==> config.mk <==
export PLATFORM = sky130hd
export DESIGN_NAME = bounded_ordered_list
export DESIGN_NICKNAME = d
export VERILOG_FILES = /design/src/rtl/core/blst_pkg.sv /design/src/rtl/core/bounded_ordered_list.sv /design/src/rtl/core/blst_mem.sv /design/src/rtl/core/blst_addr.sv /design/src/rtl/core/blst_ctrl.sv
export SDC_FILE = /design/constraint.sdc
export NUM_CORES = 1
export LEC_CHECK = 0
export ABC_CLOCK_PERIOD_IN_PS = 6450
export BUFFER_PORTS_ARGS = -buffer_cell sky130_fd_sc_hd__buf_2
export CAP_MARGIN = 10
export CORE_ASPECT_RATIO = 0.5
export CORE_MARGIN = 2
export CORE_UTILIZATION = 50
export CTS_BUF_LIST = sky130_fd_sc_hd__clkbuf_4
export DETAILED_ROUTE_END_ITERATION = 10
export HOLD_SLACK_MARGIN = 0.02
export PLACE_DENSITY = 0.69
export REMOVE_ABC_BUFFERS = 1
export SLEW_MARGIN = 10
export SYNTH_ARGS = -nofsm -noshare
export SYNTH_HDL_FRONTEND = slang
export SYNTH_SLANG_ARGS = --single-unit
==> constraint.sdc <==
create_clock -name clk -period 6.45 [get_ports clk]
set_input_delay 1.29 -clock clk [delete_from_list [all_inputs] [get_ports clk]]
set_output_delay 1.29 -clock clk [all_outputs]
set_load 0.01 [all_outputs]
==> src/rtl/core/blst_pkg.sv <==
`timescale 1ns / 1ps
// ----------------------------------------------------------------------------
// blst_pkg
// Shared types and codes of the bounded ordered list.
// ----------------------------------------------------------------------------
package blst_pkg;

  localparam int CAPACITY_DEF = 16;

  localparam logic [2:0] CMD_INS_FRONT = 3'd0;
  localparam logic [2:0] CMD_INS_BACK  = 3'd1;
  localparam logic [2:0] CMD_REM_FRONT = 3'd2;
  localparam logic [2:0] CMD_REM_BACK  = 3'd3;
  localparam logic [2:0] CMD_REM_VALUE = 3'd4;
  localparam logic [2:0] CMD_DUMP      = 3'd5;

  localparam logic [1:0] ST_OK       = 2'd0;
  localparam logic [1:0] ST_FULL     = 2'd1;
  localparam logic [1:0] ST_EMPTY    = 2'd2;
  localparam logic [1:0] ST_NOTFOUND = 2'd3;

  typedef struct packed {
    logic [1:0]         status;
    logic signed [31:0] item;
    logic [4:0]         count;
    logic               last;
  } res_t;

endpackage

==> src/rtl/core/bounded_ordered_list.sv <==
`timescale 1ns / 1ps
// ----------------------------------------------------------------------------
// bounded_ordered_list
// Ordered list of up to CAPACITY signed words kept in a ring store, with
// front/back insert and remove, remove by value, and dump.
// ----------------------------------------------------------------------------
//  channel   signals                           carries
//  command   cmd_valid / cmd_ready             cmd, value
//  result    res_valid / res_ready             status, item, count, last
//
//  Insert and remove at either end move the sequencer to its done state,
//  from which the result word is registered. Remove by value reads the ring
//  store one position a cycle, and compaction follows the read stream.
//  Dump gives one word per cycle while res_ready is high, after its first read.
//  Reset clears the state, head, count and control flags; the store holds no
//  reset value. A stalled result word holds in the output register; no new
//  command is taken until the current one has passed all its words to that register.
// ----------------------------------------------------------------------------
module bounded_ordered_list #(
  parameter int CAPACITY = blst_pkg::CAPACITY_DEF
) (
  input  logic               clk,
  input  logic               rst,
  input  logic               cmd_valid,
  output logic               cmd_ready,
  input  logic [2:0]         cmd,
  input  logic signed [31:0] value,
  output logic               res_valid,
  input  logic               res_ready,
  output logic [1:0]         status,
  output logic signed [31:0] item,
  output logic [4:0]         count,
  output logic               last
);

  localparam int PW = $clog2(CAPACITY);
  localparam int CW = $clog2(CAPACITY + 1);

  logic               step_valid;
  logic               step_ready;
  blst_pkg::res_t     step_res;
  logic               mem_we;
  logic [PW-1:0]      mem_waddr;
  logic signed [31:0] mem_wdata;
  logic               mem_re;
  logic [PW-1:0]      mem_raddr;
  logic signed [31:0] mem_rdata;

  blst_ctrl #(
    .CAPACITY (CAPACITY),
    .PW       (PW),
    .CW       (CW)
  ) u_ctrl (
    .clk        (clk),
    .rst        (rst),
    .cmd_valid  (cmd_valid),
    .cmd_ready  (cmd_ready),
    .cmd        (cmd),
    .value      (value),
    .step_valid (step_valid),
    .step_ready (step_ready),
    .step_res   (step_res),
    .mem_we     (mem_we),
    .mem_waddr  (mem_waddr),
    .mem_wdata  (mem_wdata),
    .mem_re     (mem_re),
    .mem_raddr  (mem_raddr),
    .mem_rdata  (mem_rdata)
  );

  blst_mem #(
    .DEPTH (CAPACITY),
    .AW    (PW)
  ) u_mem (
    .clk   (clk),
    .we    (mem_we),
    .waddr (mem_waddr),
    .wdata (mem_wdata),
    .re    (mem_re),
    .raddr (mem_raddr),
    .rdata (mem_rdata)
  );

  // Output register: takes a new word when it is empty or the current one leaves.
  assign step_ready = !res_valid || res_ready;

  always_ff @(posedge clk) begin
    if (rst) begin
      res_valid <= 1'b0;
    end else if (step_ready) begin
      res_valid <= step_valid;
    end
  end

  always_ff @(posedge clk) begin
    if (step_ready && step_valid) begin
      status <= step_res.status;
      item   <= step_res.item;
      count  <= step_res.count;
      last   <= step_res.last;
    end
  end

endmodule

==> src/rtl/core/blst_mem.sv <==
`timescale 1ns / 1ps
// ----------------------------------------------------------------------------
// blst_mem
// Entry store: one write port and one read port with registered read data.
// ----------------------------------------------------------------------------
module blst_mem #(
  parameter int DEPTH = blst_pkg::CAPACITY_DEF,
  parameter int AW    = $clog2(DEPTH)
) (
  input  logic               clk,
  input  logic               we,
  input  logic [AW-1:0]      waddr,
  input  logic signed [31:0] wdata,
  input  logic               re,
  input  logic [AW-1:0]      raddr,
  output logic signed [31:0] rdata
);

  logic signed [31:0] mem [DEPTH];

  always_ff @(posedge clk) begin
    if (we) begin
      mem[waddr] <= wdata;
    end
  end

  // Read data holds until the next read.
  always_ff @(posedge clk) begin
    if (re) begin
      rdata <= mem[raddr];
    end
  end

endmodule

==> src/rtl/core/blst_addr.sv <==
`timescale 1ns / 1ps
// ----------------------------------------------------------------------------
// blst_addr
// Ring address unit: maps a list position to a store address.
// ----------------------------------------------------------------------------
module blst_addr #(
  parameter int CAPACITY = blst_pkg::CAPACITY_DEF,
  parameter int PW       = $clog2(CAPACITY)
) (
  input  logic [PW-1:0] head,
  input  logic [PW-1:0] ofs,
  output logic [PW-1:0] phys
);

  localparam logic [PW:0] CapW = (PW + 1)'(CAPACITY);

  logic [PW:0] sum;
  logic [PW:0] wrapped;

  // Both operands stay below the capacity, so one subtract folds the sum.
  assign sum     = {1'b0, head} + {1'b0, ofs};
  assign wrapped = sum - CapW;
  assign phys    = (sum >= CapW) ? wrapped[PW-1:0] : sum[PW-1:0];

endmodule

==> src/rtl/core/blst_ctrl.sv <==
`timescale 1ns / 1ps
// ----------------------------------------------------------------------------
// blst_ctrl
// Command sequencer: keeps head and count, walks the store for search,
// compaction and dump through the shared ring address unit.
// ----------------------------------------------------------------------------
module blst_ctrl #(
  parameter int CAPACITY = blst_pkg::CAPACITY_DEF,
  parameter int PW       = $clog2(CAPACITY),
  parameter int CW       = $clog2(CAPACITY + 1)
) (
  input  logic               clk,
  input  logic               rst,
  input  logic               cmd_valid,
  output logic               cmd_ready,
  input  logic [2:0]         cmd,
  input  logic signed [31:0] value,
  output logic               step_valid,
  input  logic               step_ready,
  output blst_pkg::res_t     step_res,
  output logic               mem_we,
  output logic [PW-1:0]      mem_waddr,
  output logic signed [31:0] mem_wdata,
  output logic               mem_re,
  output logic [PW-1:0]      mem_raddr,
  input  logic signed [31:0] mem_rdata
);

  typedef enum logic [3:0] {
    S_IDLE  = 4'b0001,
    S_SCAN  = 4'b0010,
    S_DEMIT = 4'b0100,
    S_DONE  = 4'b1000
  } state_t;

  localparam logic [CW-1:0] CapC = CW'(CAPACITY);

  state_t             state, state_next;
  logic [PW-1:0]      head, head_next;
  logic [CW-1:0]      entry_count, entry_count_next;
  logic [CW-1:0]      idx, idx_next;
  logic [CW-1:0]      ridx, ridx_next;
  logic               rv, rv_next;
  logic               found, found_next;
  logic [PW-1:0]      addr_q1, addr_q1_next;
  logic [PW-1:0]      addr_q2, addr_q2_next;
  logic signed [31:0] val, val_next;
  logic [1:0]         status, status_next;

  logic [PW-1:0]      ofs;
  logic [PW-1:0]      phys;
  logic               is_full;
  logic               is_empty;
  logic [CW-1:0]      last_pos;
  logic               issue;
  logic               match;
  logic               end_here;
  logic [CW+4:0]      count_ext;

  blst_addr #(
    .CAPACITY (CAPACITY),
    .PW       (PW)
  ) u_addr (
    .head (head),
    .ofs  (ofs),
    .phys (phys)
  );

  assign is_full   = (entry_count >= CapC);
  assign is_empty  = (entry_count == '0);
  assign last_pos  = entry_count - 1'b1;
  assign issue     = (idx < entry_count);
  assign match     = (mem_rdata == val);
  assign end_here  = (ridx == last_pos);
  assign count_ext = {5'b0, entry_count};

  assign cmd_ready  = (state == S_IDLE);
  assign step_valid = (state == S_DONE) || (state == S_DEMIT);

  always_comb begin
    step_res.status = (state == S_DONE) ? status : blst_pkg::ST_OK;
    step_res.item   = (state == S_DEMIT) ? mem_rdata : 32'sd0;
    step_res.count  = count_ext[4:0];
    step_res.last   = (state == S_DONE) || (idx == last_pos);
  end

  always_comb begin
    state_next       = state;
    head_next        = head;
    entry_count_next = entry_count;
    idx_next         = idx;
    ridx_next        = ridx;
    rv_next          = 1'b0;
    found_next       = found;
    addr_q1_next     = addr_q1;
    addr_q2_next     = addr_q2;
    val_next         = val;
    status_next      = status;
    ofs              = '0;
    mem_we           = 1'b0;
    mem_waddr        = phys;
    mem_wdata        = value;
    mem_re           = 1'b0;
    mem_raddr        = phys;

    case (state)
      S_IDLE: begin
        if (cmd_valid) begin
          status_next = blst_pkg::ST_OK;
          state_next  = S_DONE;
          case (cmd)
            blst_pkg::CMD_INS_FRONT: begin
              ofs = PW'(CAPACITY - 1);
              if (is_full) begin
                status_next = blst_pkg::ST_FULL;
              end else begin
                mem_we           = 1'b1;
                head_next        = phys;
                entry_count_next = entry_count + 1'b1;
              end
            end
            blst_pkg::CMD_INS_BACK: begin
              ofs = PW'(entry_count);
              if (is_full) begin
                status_next = blst_pkg::ST_FULL;
              end else begin
                mem_we           = 1'b1;
                entry_count_next = entry_count + 1'b1;
              end
            end
            blst_pkg::CMD_REM_FRONT: begin
              ofs = PW'(1);
              if (is_empty) begin
                status_next = blst_pkg::ST_EMPTY;
              end else begin
                head_next        = phys;
                entry_count_next = last_pos;
              end
            end
            blst_pkg::CMD_REM_BACK: begin
              if (is_empty) begin
                status_next = blst_pkg::ST_EMPTY;
              end else begin
                entry_count_next = last_pos;
              end
            end
            blst_pkg::CMD_REM_VALUE: begin
              if (is_empty) begin
                status_next = blst_pkg::ST_EMPTY;
              end else begin
                val_next   = value;
                idx_next   = '0;
                found_next = 1'b0;
                state_next = S_SCAN;
              end
            end
            blst_pkg::CMD_DUMP: begin
              if (is_empty) begin
                status_next = blst_pkg::ST_EMPTY;
              end else begin
                mem_re     = 1'b1;
                idx_next   = '0;
                state_next = S_DEMIT;
              end
            end
            default: begin
              state_next = S_IDLE;
            end
          endcase
        end
      end

      S_SCAN: begin
        // Reads run one position ahead of the compare. Once the match is
        // found, each later word moves down into the address read before it.
        ofs          = PW'(idx);
        mem_re       = issue;
        rv_next      = issue;
        ridx_next    = idx;
        addr_q1_next = phys;
        addr_q2_next = addr_q1;
        if (issue) begin
          idx_next = idx + 1'b1;
        end
        mem_waddr = addr_q2;
        mem_wdata = mem_rdata;
        if (rv) begin
          mem_we = found;
          if (found || match) begin
            found_next = 1'b1;
            if (end_here) begin
              entry_count_next = last_pos;
              status_next      = blst_pkg::ST_OK;
              state_next       = S_DONE;
            end
          end else if (end_here) begin
            status_next = blst_pkg::ST_NOTFOUND;
            state_next  = S_DONE;
          end
        end
      end

      S_DEMIT: begin
        ofs = PW'(idx + 1'b1);
        if (step_ready) begin
          if (idx == last_pos) begin
            state_next = S_IDLE;
          end else begin
            mem_re   = 1'b1;
            idx_next = idx + 1'b1;
          end
        end
      end

      S_DONE: begin
        if (step_ready) begin
          state_next = S_IDLE;
        end
      end

      default: begin
        state_next = S_IDLE;
      end
    endcase
  end

  always_ff @(posedge clk) begin
    if (rst) begin
      state       <= S_IDLE;
      head        <= '0;
      entry_count <= '0;
      rv          <= 1'b0;
      found       <= 1'b0;
    end else begin
      state       <= state_next;
      head        <= head_next;
      entry_count <= entry_count_next;
      rv          <= rv_next;
      found       <= found_next;
    end
  end

  always_ff @(posedge clk) begin
    idx     <= idx_next;
    ridx    <= ridx_next;
    addr_q1 <= addr_q1_next;
    addr_q2 <= addr_q2_next;
    val     <= val_next;
    status  <= status_next;
  end

endmodule

==> flow_metrics.env <==
export IMPL_yosysSeqAreaShare_pct=75.8
export IMPL_globalRouteOverflowTotal=0
export IMPL_leakage_nw=9.43
export IMPL_dieArea_um2=53200
export IMPL_crit_start="u_ctrl.state[3]$_SDFFE_PP0P_"
export IMPL_yosysTopAreaCellShare_pct=74.5
export IMPL_pwr_share_comb_pct=8.4
export IMPL_initial_core_util_pct=50.8
export IMPL_cp_start_kind="flop"
export IMPL_critical_path_arrival_ps=5250
export IMPL_synth_edff_count=636
export IMPL_clk_pin_slew_ps=80
export IMPL_ir_drop_mv=0.151
export IMPL_ys_warnings_count=0
export IMPL_grt_pass1_vias=13622
export IMPL_drive_above_1_share_pct=34.6
export IMPL_synth_area_top_cells="edfxtp_1 (75%), mux4_2 (14%), nand2_1 (1.5%), xnor2_1 (1.4%), dfxtp_1 (1.2%)"
export IMPL_holdBufCountCts=0
export IMPL_post_cts_buffers=0
export IMPL_final_cells=2241
export IMPL_cts_root_buf="clkbuf_4"
export IMPL_synth_cells=1256
export IMPL_insertion_delay_ps=870
export IMPL_async_flop_share_pct=0
export IMPL_io_pin_count=81
export IMPL_cts_tree="built"
export IMPL_fill_cells=3700
export IMPL_ys_ff_latch=652
export IMPL_crit_end="u_mem.mem[9][18]$_DFFE_PP_"
export IMPL_placementRows=58
export IMPL_rsz0062_at_grt="false"
export IMPL_dp_hpwl_um=32700
export IMPL_dp_cells=2001
export IMPL_detail_route_antenna_nets=0
export IMPL_slew_violations=0
export IMPL_r2r_end="u_mem.mem[9][18]$_DFFE_PP_"
export IMPL_final_setup_skew_ps=74.9
export IMPL_worstReg2RegStart="u_ctrl.state[3]$_SDFFE_PP0P_"
export IMPL_switching_share_pct=23.4
export IMPL_die_w_um=324
export IMPL_numClockSinks=652
export IMPL_multi_input_area_um2=6040
export IMPL_wl_per_cell_um=26.1
export IMPL_area_delta_synth_final_pct=12.7
export IMPL_portBuffers=80
export IMPL_wirelength_um=58600
export IMPL_synth_ff_type="edfxtp_1"
export IMPL_setup_viol=0
export IMPL_yosys_area_top_type="edfxtp_1"
export IMPL_grt_usage_pct=22.8
export IMPL_place_area_um2=27100
export IMPL_clockBufferDepth=3
export IMPL_relSlewSlack_pct=30.7
export IMPL_numCtsBuffers=143
export IMPL_min_period_ps=4820
export IMPL_yosysUniqueCellTypes=57
export IMPL_path_class="flop to flop"
export IMPL_finalInstanceArea_um2=28900
export IMPL_die_h_um=164
export IMPL_hold_viol=0
export IMPL_syn_avg_cell_area_um2=20.4
export IMPL_status="finished, final reports clean"
export IMPL_dp_worst_setup_slack_ps=1150
export IMPL_finalCritPeriodShare_pct=74.8
export IMPL_p_int_mw=6.60
export IMPL_core_area_um2=50400
export IMPL_synth_area_um2=25600
export IMPL_critPathRequiredTime_ps=6880
export IMPL_drv_cap=0
export IMPL_antenna_found_initial=2
export IMPL_p_switching_mw=2.01
export IMPL_cts_max_level=4
export IMPL_ctsResizeCount=0
export IMPL_grt_pass1_wl_um=86200
export IMPL_worstRegToRegCells=11
export IMPL_gp_congestion=0.852
export IMPL_setup_ws_ps=1630
export IMPL_path_max_fanout=52
export IMPL_via_count=13231
export IMPL_grt_max_degree=84
export IMPL_worst_slew_pin_slew_ps=1040
export IMPL_drcViolationCount=0
export IMPL_end_kind="flop"
export IMPL_max_freq_mhz=207
export IMPL_ff2ff_setup_slack_ps=1630
export IMPL_seqPwrFrac_pct=55.6
export IMPL_clkPwrFrac_pct=36.0
export IMPL_final_setup_tns_ps=0
export IMPL_fin_util_pct=57.3
export IMPL_p_per_area_nw_per_um2=298
export IMPL_drtIter0Drc=1527
export IMPL_first_pass_iters=5
export IMPL_hold_path_class="flop to flop"
export IMPL_fin_nets=1507
export IMPL_register_area_um2=19400
export IMPL_avgViaCountPerCell=5.90
-- state kept, by name, summed over array words and instances (netlist names) --
register,flops
count,5
item,32
last,1
res_valid,1
status,2
u_ctrl.addr_q1,4
u_ctrl.addr_q2,4
u_ctrl.entry_count,5
u_ctrl.found,1
u_ctrl.head,4
u_ctrl.idx,5
u_ctrl.ridx,5
u_ctrl.rv,1
u_ctrl.state,4
u_ctrl.status,2
u_ctrl.val,32
u_mem.mem,512
u_mem.rdata,32
-- worst min-delay path by stage --
| stage | start | endpoint | depth (start not counted) |
|---|---|---|---|
| after floorplan | u_ctrl.addr_q1[0]$_DFFE_PP_ | u_ctrl.addr_q2[0]$_DFFE_PP_ | 0 |
| after detailed placement | u_ctrl.addr_q1[1]$_DFFE_PP_ | u_ctrl.addr_q2[1]$_DFFE_PP_ | 0 |
| after global routing | u_ctrl.addr_q1[1]$_DFFE_PP_ | u_ctrl.addr_q2[1]$_DFFE_PP_ | 0 |
| after CTS | u_ctrl.addr_q1[1]$_DFFE_PP_ | u_ctrl.addr_q2[1]$_DFFE_PP_ | 0 |
| final | u_ctrl.addr_q1[1]$_DFFE_PP_ | u_ctrl.addr_q2[1]$_DFFE_PP_ | 0 |
| after global placement | u_ctrl.addr_q1[0]$_DFFE_PP_ | u_ctrl.addr_q2[0]$_DFFE_PP_ | 0 |
-- per-layer routing --
metal | vias up | share of wire, % | track usage, %
met1 | 6911 | 42 | 33.0
met5 | - | 0 | 0
met4 | 0 | 1.8 | 7.43
met2 | 651 | 46 | 34.1
met3 | 84 | 10 | 5.94
li1 | 5585 | - | -
-- cell usage in the layout, fill, tap and decap left out, types with 3 or more instances in the layout --
cell      instances
nor3b_2           4
nor2_1           27
nor4_1            4
ha_1             10
mux2i_1           7
mux2_2            3
inv_1            12
o31ai_1           3
nor2_4            5
a31oi_1           4
nand4_1          12
inv_2             5
nor3_1            5
dfxtp_1          16
xor2_1            6
nand2_1         105
edfxtp_1        636
xnor2_1          41
o21ai_0           6
buf_2            80
clkbuf_4        207
clkinv_1         22
and3_1           35
nor3_2            8
buf_12            4
nor3b_1           3
nor2b_1           7
buf_4            36
a21oi_1          16
mux4_2          160
nand3_1           6
nand2b_1          5
-- critical path: stages (launching register included) --
cell and delay [ps]:
dfxtp_1 360, or4b_1 730, clkinv_8 140, nand2_1 120, nor2_1 160, a221o_1 220, ha_4 150, fa_4 960
nor3b_1 330, a31oi_1 170, nor3_2 480, buf_4 580
-- power by group through the flow --
stage	combinational, mW	sequential, mW	clock, mW
6_report	0.720	4.79	3.10
5_1_grt	0.783	4.79	3.39
4_1_cts	0.727	4.79	3.18
3_5_place_dp	0.723	4.88	0
3_3_place_gp	0.706	4.87	0
2_1_floorplan	0.533	4.88	0
-- metrics by stage --
stage / hold slack [ps] / power (mW)
2_1_floorplan: 400 / 5.41
3_3_place_gp: 406 / 5.58
3_5_place_dp: 410 / 5.60
4_1_cts: 397 / 8.69
5_1_grt: 395 / 8.96
6_report: 396 / 8.61
-- kinds of logic (layout without fill, tap and decap cells) --
group                      Yosys count  count (layout)  share of synthesized area [%]
muxes                              170             170                           14.5
DFF                                652             652                           75.8
adders and majority gates           12              12                          0.615
xor gates and xnor gates            51              51                           1.88
other                                0               1                              0
and+or+nand+nor                    237             237                           4.47
buffers and inverters               80             374                           1.31
AOI/OAI and AO/OA                   54              54                           1.51
-- cell type report --
| type | count | share of cell area, % |
|---|---|---|
| tap | 690 | 2.99 |
| sequential | 652 | 67.2 |
| clock inverter | 32 | 0.663 |
| antenna | 1 | 0.00866 |
| multi-input combinational | 524 | 20.9 |
| inverter | 15 | 0.238 |
| timing repair buffer | 120 | 2.60 |
| clock buffer | 207 | 5.38 |
-- synthesized netlist by cell type, types with 4 or more instances --
master	n
edfxtp_1	636
mux4_2	160
nand2_1	105
clkbuf_1	41
xnor2_1	41
and3_1	35
nor2_1	33
a21oi_1	16
dfxtp_1	16
nor3_1	13
buf_1	12
inv_1	12
nand4_1	12
ha_1	11
buf_2	10
nor2b_1	9
mux2i_1	7
nand3_1	7
nor3b_1	7
xor2_1	7
o21ai_0	6
nand2b_1	5
a31oi_1	4
nor4_1	4
Note: power is estimated with default switching activity, not from simulation.
